<file path="config.mk">
export PLATFORM = sky130hd
export DESIGN_NAME = rle_escape_byte_decoder
export DESIGN_NICKNAME = d
export VERILOG_FILES = /design/src/rtl/rleb_pkg.sv /design/src/rtl/rleb_fifo.sv /design/src/rtl/rleb_front.sv /design/src/rtl/rleb_back.sv /design/src/rtl/rle_escape_byte_decoder.sv
export SDC_FILE = /design/constraint.sdc
export NUM_CORES = 1
export LEC_CHECK = 0
export ABC_AREA = 1
export ABC_CLOCK_PERIOD_IN_PS = 6500
export BUFFER_PORTS_ARGS = -buffer_cell sky130_fd_sc_hd__buf_2
export CAP_MARGIN = 10
export CORE_MARGIN = 1.5
export CORE_UTILIZATION = 55
export DETAILED_ROUTE_END_ITERATION = 8
export PLACE_DENSITY = 0.83
export SYNTH_ARGS = -nofsm -noshare
export SYNTH_HDL_FRONTEND = slang
export SYNTH_HIERARCHICAL = 1
export SYNTH_SLANG_ARGS = --single-unit
</file>
<file path="constraint.sdc">
create_clock -name clk -period 6.5 [get_ports clk]
set_input_delay 1.625 -clock clk [delete_from_list [all_inputs] [get_ports clk]]
set_output_delay 1.625 -clock clk [all_outputs]
set_load 0.005 [all_outputs]
</file>
<file path="src/rtl/rleb_pkg.sv">
package rleb_pkg;

  localparam int ROWS_W     = 13;
  localparam int COLS_W     = 13;
  localparam int STRIDE_W   = 14;
  localparam int CFG_DATA_W = 24;
  localparam int CFG_IDX_W  = 3;
  localparam int ADDR_W     = 25;
  localparam int LEN_W      = 9;
  localparam int BYTE_W     = 8;

  localparam logic [BYTE_W-1:0] ESC_BYTE     = 8'hFF;
  localparam logic [LEN_W-1:0]  ESC_RUN_BIAS = 9'd2;
  localparam logic [LEN_W-1:0]  RUN_BIAS     = 9'd4;
  localparam logic [LEN_W-1:0]  SINGLE_LEN   = 9'd1;

  typedef enum logic [CFG_IDX_W-1:0] {
    REG_ROWS   = 3'd0,
    REG_COLS   = 3'd1,
    REG_STRIDE = 3'd2,
    REG_BUDGET = 3'd3
  } cfg_reg_t;

  typedef enum logic [1:0] {
    PH_IDLE,
    PH_COUNT,
    PH_VALUE
  } phase_t;

  typedef enum logic [1:0] {
    ERR_NONE   = 2'd0,
    ERR_BUDGET = 2'd1,
    ERR_RUN    = 2'd2
  } err_t;

  typedef struct packed {
    logic [ROWS_W-1:0]   rows;
    logic [COLS_W-1:0]   cols;
    logic [STRIDE_W-1:0] stride;
  } geom_t;

  // one parsed run, or a budget overrun marker
  typedef struct packed {
    logic              budget_err;
    logic [BYTE_W-1:0] value;
    logic [LEN_W-1:0]  len;
  } desc_t;

  typedef struct packed {
    logic [BYTE_W-1:0] pixel_value;
    logic [LEN_W-1:0]  run_length;
    logic [ADDR_W-1:0] start_address;
    logic              row_done;
    logic              image_done;
    err_t              error_code;
  } result_t;

endpackage

</file>
<file path="src/rtl/rleb_fifo.sv">
module rleb_fifo #(
  parameter int WIDTH = 8,
  parameter int DEPTH = 2
) (
  input  logic             clk,
  input  logic             rst_n,
  input  logic             flush,
  input  logic             push,
  input  logic [WIDTH-1:0] wdata,
  output logic             full,
  input  logic             pop,
  output logic [WIDTH-1:0] rdata,
  output logic             empty
);

  localparam int PTR_W = (DEPTH > 1) ? $clog2(DEPTH) : 1;
  localparam int CNT_W = $clog2(DEPTH + 1);

  logic [WIDTH-1:0] mem [DEPTH];
  logic [PTR_W-1:0] wr_ptr_r, wr_ptr_nxt;
  logic [PTR_W-1:0] rd_ptr_r, rd_ptr_nxt;
  logic [CNT_W-1:0] count_r, count_nxt;
  logic             do_push, do_pop;

  assign full    = (count_r == CNT_W'(DEPTH));
  assign empty   = (count_r == '0);
  assign do_push = push && !full;
  assign do_pop  = pop && !empty;
  assign rdata   = mem[rd_ptr_r];

  always_comb begin
    wr_ptr_nxt = wr_ptr_r;
    rd_ptr_nxt = rd_ptr_r;
    count_nxt  = count_r;
    if (do_push) begin
      wr_ptr_nxt = (wr_ptr_r == PTR_W'(DEPTH - 1)) ? '0 : wr_ptr_r + 1'b1;
    end
    if (do_pop) begin
      rd_ptr_nxt = (rd_ptr_r == PTR_W'(DEPTH - 1)) ? '0 : rd_ptr_r + 1'b1;
    end
    if (do_push && !do_pop) begin
      count_nxt = count_r + 1'b1;
    end else if (do_pop && !do_push) begin
      count_nxt = count_r - 1'b1;
    end
  end

  always_ff @(posedge clk) begin
    if (!rst_n || flush) begin
      wr_ptr_r <= '0;
      rd_ptr_r <= '0;
      count_r  <= '0;
    end else begin
      wr_ptr_r <= wr_ptr_nxt;
      rd_ptr_r <= rd_ptr_nxt;
      count_r  <= count_nxt;
    end
  end

  always_ff @(posedge clk) begin
    if (do_push) begin
      mem[wr_ptr_r] <= wdata;
    end
  end

endmodule

</file>
<file path="src/rtl/rleb_front.sv">
module rleb_front #(
  parameter int BUDGET_BITS = 24
) (
  input  logic                     clk,
  input  logic                     restart,
  input  logic                     accept,
  input  logic [7:0]               code_byte,
  input  logic [BUDGET_BITS-1:0]   budget,
  output logic                     desc_push,
  output rleb_pkg::desc_t          desc
);

  import rleb_pkg::*;

  phase_t                 phase_r, phase_nxt;
  logic [BYTE_W-1:0]      held_r, held_nxt;
  logic [BUDGET_BITS-1:0] used_r, used_nxt;
  logic                   halt_r, halt_nxt;

  always_comb begin
    phase_nxt       = phase_r;
    held_nxt        = held_r;
    used_nxt        = used_r;
    halt_nxt        = halt_r;
    desc_push       = 1'b0;
    desc.budget_err = 1'b0;
    desc.value      = code_byte;
    desc.len        = SINGLE_LEN;
    if (restart) begin
      phase_nxt = PH_IDLE;
      held_nxt  = '0;
      used_nxt  = '0;
      halt_nxt  = 1'b0;
    end else if (accept && !halt_r) begin
      if (used_r >= budget) begin
        desc.budget_err = 1'b1;
        desc_push       = 1'b1;
        halt_nxt        = 1'b1;
      end else begin
        used_nxt  = used_r + 1'b1;
        phase_nxt = PH_IDLE;
        unique case (phase_r)
          PH_COUNT: begin
            if (code_byte == ESC_BYTE) begin
              desc_push = 1'b1;
            end else begin
              held_nxt  = code_byte;
              phase_nxt = PH_VALUE;
            end
          end
          PH_VALUE: begin
            desc_push = 1'b1;
            desc.len  = {1'b0, held_r} + ((code_byte == ESC_BYTE) ? ESC_RUN_BIAS : RUN_BIAS);
          end
          default: begin
            if (code_byte == ESC_BYTE) begin
              phase_nxt = PH_COUNT;
            end else begin
              desc_push = 1'b1;
            end
          end
        endcase
      end
    end
  end

  always_ff @(posedge clk) begin
    phase_r <= phase_nxt;
    used_r  <= used_nxt;
    halt_r  <= halt_nxt;
    held_r  <= held_nxt;
  end

endmodule

</file>
<file path="src/rtl/rleb_back.sv">
module rleb_back (
  input  logic              clk,
  input  logic              restart,
  input  rleb_pkg::geom_t   geom,
  input  rleb_pkg::geom_t   geom_nxt,
  input  logic              desc_valid,
  input  rleb_pkg::desc_t   desc,
  output logic              desc_pop,
  input  logic              res_full,
  output logic              res_push,
  output rleb_pkg::result_t res
);

  import rleb_pkg::*;

  logic [ROWS_W-1:0] rows_left_r, rows_left_nxt;
  logic [COLS_W-1:0] cols_left_r, cols_left_nxt;
  logic [ADDR_W-1:0] addr_r, addr_nxt;
  logic              halt_r, halt_nxt;
  logic [COLS_W-1:0] cols_rem;
  logic [ROWS_W-1:0] rows_dec;
  logic [ADDR_W-1:0] addr_step;
  logic [ADDR_W-1:0] skip;

  assign skip      = ADDR_W'(geom.stride) - ADDR_W'(geom.cols);
  assign cols_rem  = cols_left_r - COLS_W'(desc.len);
  assign addr_step = addr_r + ADDR_W'(desc.len);
  assign rows_dec  = (rows_left_r != '0) ? rows_left_r - 1'b1 : rows_left_r;
  assign desc_pop  = desc_valid && !res_full && !restart;

  always_comb begin
    rows_left_nxt     = rows_left_r;
    cols_left_nxt     = cols_left_r;
    addr_nxt          = addr_r;
    halt_nxt          = halt_r;
    res_push          = 1'b0;
    res.pixel_value   = desc.value;
    res.run_length    = '0;
    res.start_address = addr_r;
    res.row_done      = 1'b0;
    res.image_done    = 1'b0;
    res.error_code    = ERR_NONE;
    if (restart) begin
      rows_left_nxt = geom_nxt.rows;
      cols_left_nxt = geom_nxt.cols;
      addr_nxt      = '0;
      halt_nxt      = (geom_nxt.rows == '0) || (geom_nxt.cols == '0);
    end else if (desc_pop && !halt_r) begin
      res_push = 1'b1;
      priority if (desc.budget_err) begin
        res.pixel_value = '0;
        res.error_code  = ERR_BUDGET;
        halt_nxt        = 1'b1;
      end else if (COLS_W'(desc.len) > cols_left_r || (desc.len >> COLS_W) != '0) begin
        res.error_code = ERR_RUN;
        halt_nxt       = 1'b1;
      end else begin
        res.run_length = desc.len;
        if (cols_rem == '0) begin
          res.row_done  = 1'b1;
          addr_nxt      = addr_step + skip;
          cols_left_nxt = geom.cols;
          rows_left_nxt = rows_dec;
          if (rows_dec == '0) begin
            res.image_done = 1'b1;
            halt_nxt       = 1'b1;
          end
        end else begin
          cols_left_nxt = cols_rem;
          addr_nxt      = addr_step;
        end
      end
    end
  end

  always_ff @(posedge clk) begin
    rows_left_r <= rows_left_nxt;
    cols_left_r <= cols_left_nxt;
    addr_r      <= addr_nxt;
    halt_r      <= halt_nxt;
  end

endmodule

</file>
<file path="src/rtl/rle_escape_byte_decoder.sv">
// Channel  Direction  Handshake               Payload
// input    in         in_push / in_full       in_code_byte
// result   out        out_pop / out_empty     out_pixel_value .. out_error_code
// config   in         cfg_wen, no wait        cfg_index, cfg_wdata
//
// One byte a cycle is taken while in_full is low; the parser hands runs to the address unit
// through a four-entry queue, and the address unit retires one run a cycle, unless held by
// res_full, into a two-entry result queue. Each run is registered in both queues before output.
// in_full rises only when both queues back up behind out_pop.
// Synchronous rst_n loads rows = cols = stride = 1 and budget 0 and empties both queues;
// a write to a known register restarts decoding from the first row and also empties them.
module rle_escape_byte_decoder #(
  parameter int MAX_DIM     = 4096,
  parameter int MAX_STRIDE  = 8192,
  parameter int BUDGET_BITS = 24
) (
  input  logic                                   clk,
  input  logic                                   rst_n,
  input  logic                                   cfg_wen,
  input  logic [rleb_pkg::CFG_IDX_W-1:0]         cfg_index,
  input  logic [rleb_pkg::CFG_DATA_W-1:0]        cfg_wdata,
  input  logic                                   in_push,
  output logic                                   in_full,
  input  logic [7:0]                             in_code_byte,
  output logic                                   out_empty,
  input  logic                                   out_pop,
  output logic [7:0]                             out_pixel_value,
  output logic [8:0]                             out_run_length,
  output logic [24:0]                            out_start_address,
  output logic                                   out_row_done,
  output logic                                   out_image_done,
  output logic [1:0]                             out_error_code
);

  import rleb_pkg::*;

  localparam int BUDGET_IN_W = (BUDGET_BITS < CFG_DATA_W) ? BUDGET_BITS : CFG_DATA_W;
  localparam int DESC_DEPTH  = 4;
  localparam int RES_DEPTH   = 2;

  geom_t                  geom_r, geom_nxt;
  logic [BUDGET_BITS-1:0] budget_r, budget_nxt;
  logic                   cfg_hit;
  logic                   restart;
  logic                   accept;
  logic                   desc_push, desc_pop, desc_empty, res_push, res_full;
  desc_t                  desc_in, desc_out;
  result_t                res_in, res_out;

  always_comb begin
    geom_nxt   = geom_r;
    budget_nxt = budget_r;
    cfg_hit    = 1'b0;
    if (!rst_n) begin
      geom_nxt.rows   = ROWS_W'(1);
      geom_nxt.cols   = COLS_W'(1);
      geom_nxt.stride = STRIDE_W'(1);
      budget_nxt      = '0;
    end else if (cfg_wen) begin
      unique case (cfg_reg_t'(cfg_index))
        REG_ROWS: begin
          geom_nxt.rows = (32'(cfg_wdata[ROWS_W-1:0]) > MAX_DIM) ?
                          ROWS_W'(MAX_DIM) : cfg_wdata[ROWS_W-1:0];
          cfg_hit = 1'b1;
        end
        REG_COLS: begin
          geom_nxt.cols = (32'(cfg_wdata[COLS_W-1:0]) > MAX_DIM) ?
                          COLS_W'(MAX_DIM) : cfg_wdata[COLS_W-1:0];
          cfg_hit = 1'b1;
        end
        REG_STRIDE: begin
          geom_nxt.stride = (32'(cfg_wdata[STRIDE_W-1:0]) > MAX_STRIDE) ?
                            STRIDE_W'(MAX_STRIDE) : cfg_wdata[STRIDE_W-1:0];
          cfg_hit = 1'b1;
        end
        REG_BUDGET: begin
          budget_nxt = BUDGET_BITS'(cfg_wdata[BUDGET_IN_W-1:0]);
          cfg_hit    = 1'b1;
        end
        default: ;
      endcase
    end
  end

  always_ff @(posedge clk) begin
    geom_r   <= geom_nxt;
    budget_r <= budget_nxt;
  end

  assign restart = !rst_n || cfg_hit;
  assign accept  = in_push && !in_full;

  rleb_front #(
    .BUDGET_BITS(BUDGET_BITS)
  ) u_front (
    .clk       (clk),
    .restart   (restart),
    .accept    (accept),
    .code_byte (in_code_byte),
    .budget    (budget_r),
    .desc_push (desc_push),
    .desc      (desc_in)
  );

  rleb_fifo #(
    .WIDTH($bits(desc_t)),
    .DEPTH(DESC_DEPTH)
  ) u_desc_q (
    .clk   (clk),
    .rst_n (rst_n),
    .flush (cfg_hit),
    .push  (desc_push),
    .wdata (desc_in),
    .full  (in_full),
    .pop   (desc_pop),
    .rdata (desc_out),
    .empty (desc_empty)
  );

  rleb_back u_back (
    .clk        (clk),
    .restart    (restart),
    .geom       (geom_r),
    .geom_nxt   (geom_nxt),
    .desc_valid (!desc_empty),
    .desc       (desc_out),
    .desc_pop   (desc_pop),
    .res_full   (res_full),
    .res_push   (res_push),
    .res        (res_in)
  );

  rleb_fifo #(
    .WIDTH($bits(result_t)),
    .DEPTH(RES_DEPTH)
  ) u_res_q (
    .clk   (clk),
    .rst_n (rst_n),
    .flush (cfg_hit),
    .push  (res_push),
    .wdata (res_in),
    .full  (res_full),
    .pop   (out_pop),
    .rdata (res_out),
    .empty (out_empty)
  );

  assign out_pixel_value   = res_out.pixel_value;
  assign out_run_length    = res_out.run_length;
  assign out_start_address = res_out.start_address;
  assign out_row_done      = res_out.row_done;
  assign out_image_done    = res_out.image_done;
  assign out_error_code    = res_out.error_code;

`ifndef SYNTHESIS
  a_err_zero_len: assert property (@(posedge clk) disable iff (!rst_n)
    (!out_empty && out_error_code != ERR_NONE) |-> (out_run_length == '0))
    else $error("error beat carries a run length");

  a_ok_nonzero_len: assert property (@(posedge clk) disable iff (!rst_n)
    (!out_empty && out_error_code == ERR_NONE) |-> (out_run_length != '0))
    else $error("good beat with zero run length");

  a_image_ends_row: assert property (@(posedge clk) disable iff (!rst_n)
    (!out_empty && out_image_done) |-> (out_row_done && out_error_code == ERR_NONE))
    else $error("image end without row end");

  a_restart_flush: assert property (@(posedge clk) disable iff (!rst_n)
    cfg_hit |=> (out_empty && !in_full))
    else $error("queues not emptied by register write");
`endif

endmodule
</file>
==> impl_metrics.tcl <==
set metrics [dict create \
    power_w 0.00576 \
    cp-start-kind "register" \
    track_usage 0.252 \
    post-place-ws_ns 1.54 \
    skew_ns 0.0198 \
    hp-class "reg -> reg" \
    die_h_um 186 \
    setup_ws_ns 1.41 \
    finalSetupViolations 0 \
    cts_setup_buffers 0 \
    syn-instance-count 2166 \
    diodes 0 \
    layout_commonest_cell "nand2_1" \
    die_x_um 186 \
    route.antenna.remaining_nets 0 \
    synth_top_area_share 0.311 \
    drive_above_1_share 0.105 \
    drc_errors 0 \
    clk_pin_slew_ns 0.06 \
    synthArstFlopShare 0 \
    path_depth 22 \
    r2r_end "u_back/addr_r[21]" \
    cellPowerDensity_nw_per_um2 284 \
    worstSetupPathType "reg -> reg" \
    synth.yosys.seq_area_share 0.460 \
    ir_drop_v 0.000190 \
    ff2ff_path_depth 22 \
    cts_sinks 329 \
    synth_edf_count 191 \
    worstPathRequired_ns 6.96 \
    clockBufferDepth 3 \
    rows 66 \
    rrSetupSlack_ns 1.41 \
    viasPerCell 5.64 \
    worstSetupEndpoint "u_back/addr_r[21]" \
    cp.arrival_ns 5.55 \
    grt_pass1_wl_um 69900 \
    maxSlewViolCount 0 \
    area_delta_synth_final_pct 9.75 \
    fmax_mhz 196 \
    synth_flop_cell "edfxtp_1" \
    cap_violations 0 \
    fin_crit_sh 0.784 \
    status "complete, no violations" \
    post-dp-hpwl_um 31200 \
    slowest_stage "dfxtp_1" \
    cts_buffers 36 \
    path_delay_family "compound AO/OA/AOI/OAI gates" \
    syn_area_um2 18500 \
    clock_latency_ns 0.53 \
    rsz0062_at_grt "false" \
    dr.pass1.iters 7 \
    gp_congestion 0.963 \
    routedWlPerCell_um 16.1 \
    final_core_util 0.618 \
    fin_nets 2374 \
    setup.worst_path.end_class "register" \
    cellLeakagePower_nw 8.68 \
    slew_headroom 0.376 \
    grt.overflow.total 0 \
    grt_max_degree 71 \
    cts_tree "built" \
    die_area_um2 34700 \
    totalWireLength_um 43600 \
    portBuffers 87 \
    tightest_slew_ns 0.934 \
    io_pins 88 \
    final_cell_mix "459 x nand2_1, 293 x nor2_1, 227 x inv_1" \
    vias 15246 \
    placedCellCount 2638 \
    crit_buf_inv 4 \
    cp_cell_sequence "buf_4, o21ai_0, o22ai_1, ha_1, inv_1, fa_1, inv_1, nand3_1, a31oi_2, nand2_1, nor2_4, xor2_1, ha_1, a21oi_1, inv_1, a31oi_1, o21ai_0, a31oi_1, nand2_1, nand2_1, nand3_1, a21oi_1" \
    core_um2 32800 \
    grt_pass1_vias 14250 \
    antenna_found_initial 0 \
    cts_max_level 2 \
    yosysWarnings 6 \
    yosys_register_bits 329 \
    synth_area_leaders "edfxtp_1 31%, dfxtp_1 15%, nand2_1 9.4%, ha_1 6.3%, nor2_1 6.0%" \
    start_util 0.563 \
    cts_root_buf "clkbuf_16" \
    layoutNonFillerInstCount 2705 \
    cts_hold_buf 0 \
    synth_top_area_cell "edfxtp_1" \
    yosysUniqueCellTypes 56 \
    fin_tns_setup_ns 0 \
    cts_resized 0 \
    hold_viol 0 \
    finalCriticalPeriod_ns 5.09 \
    syn_area_per_cell_um2 8.53 \
    drtIter0Drc 1335 \
    crit_fanout 21 \
    synth_fp_nets 2305 \
    critPathMaxStageDelay_ns 0.66 \
    n_fill_cell 2679 \
]
## worst reg2reg max path, stage by stage (launching register included)
cell and delay, ns:
dfxtp_1 0.66, buf_4 0.37, o21ai_0 0.14, o22ai_1 0.36, ha_1 0.26, inv_1 0.08
fa_1 0.41, inv_1 0.11, nand3_1 0.19, a31oi_2 0.35, nand2_1 0.16, nor2_4 0.17
xor2_1 0.28, ha_1 0.32, a21oi_1 0.22, inv_1 0.07, a31oi_1 0.23, o21ai_0 0.14
a31oi_1 0.20, nand2_1 0.08, nand2_1 0.06, nand3_1 0.06, a21oi_1 0.13
## per-stage QoR
stage	cell area, um^2	hold slack (ns)
2_1_floorplan	18500	0.435
3_3_place_gp	19100	0.447
3_5_place_dp	19100	0.453
4_1_cts	20300	0.461
5_1_grt	20300	0.487
6_report	20300	0.462
## area by class of cell
| type | instances | area [um^2] | area share |
|---|---|---|---|
| well taps | 442 | 553 | 0.0273 |
| repair buffers | 101 | 544 | 0.0269 |
| clock buffers | 49 | 970 | 0.0478 |
| inverters | 237 | 901 | 0.0445 |
| multi-input cells | 1530 | 8600 | 0.425 |
| clock inverters | 17 | 194 | 0.00957 |
| flip-flops and latches | 329 | 8500 | 0.419 |
## power breakdown
part / internal (W) / switching [W] / total, W / leakage [nW]
Clock: 0.00118 / 0.000829 / 0.00201 / 0.563
Combinational: 0.000489 / 0.000872 / 0.00136 / 5.17
Sequential: 0.00232 / 0.0000722 / 0.00239 / 2.95
## state kept, by name (all words and copies together) (netlist names), 2 cells and up, named ones only
name and cells:
u_res_q/mem 92, u_desc_q/mem 72, geom_r 40, u_back/addr_r 25, budget_r 24, u_front/used_r 24, u_back/cols_left_r 13, u_back/rows_left_r 13
u_front/held_r 8, u_desc_q/count_r 3, u_desc_q/rd_ptr_r 2, u_desc_q/wr_ptr_r 2, u_front/phase_r 2, u_res_q/count_r 2
## synthesized netlist by cell type (8+ instances only)
| master | n |
|---|---|
| a31oi_1 | 14 |
| nor4_1 | 8 |
| nand3b_1 | 12 |
| buf_2 | 18 |
| nor2_1 | 295 |
| mux2_4 | 40 |
| nand3_1 | 66 |
| buf_4 | 14 |
| inv_1 | 227 |
| dfxtp_1 | 138 |
| o22ai_1 | 20 |
| ha_1 | 93 |
| edfxtp_1 | 191 |
| nor3_1 | 27 |
| xor2_1 | 45 |
| o21ai_0 | 113 |
| o21ai_1 | 49 |
| a21oi_1 | 136 |
| clkbuf_1 | 22 |
| xnor2_1 | 29 |
| buf_6 | 10 |
| nand2_1 | 460 |
| nand4_1 | 53 |
## cells by family (layout without fill, tap and decap cells)
logic type      Yosys count  in the layout  synth area share
buf+inv                 307            404            0.0747
xor+xnor                 75             75            0.0360
mux                      46             46            0.0362
flops                   329            329             0.460
compound gates          360            360             0.105
simple gates            950            950             0.218
fa+ha+maj                99             99            0.0695
## worst min path at each step
stage,start,endpoint,cells after the start
2_1_floorplan,u_front/halt_r,u_front/halt_r,2
3_3_place_gp,u_front/halt_r,u_front/halt_r,2
3_5_place_dp,u_front/halt_r,u_front/halt_r,2
4_1_cts,u_front/halt_r,u_front/halt_r,2
5_1_grt,u_front/halt_r,u_front/halt_r,2
6_report,u_front/halt_r,u_front/halt_r,2
## metal layers
| metal | vias up | global-route usage | routed length (um) |
|---|---|---|---|
| li1 | 7403 | - | - |
| met1 | 7070 | 0.337 | 19100 |
| met2 | 668 | 0.422 | 20100 |
| met3 | 105 | 0.0384 | 3260 |
| met4 | 0 | 0.0835 | 1170 |
| met5 | - | 0 | 0 |
Power figures use the tool's default switching activity.
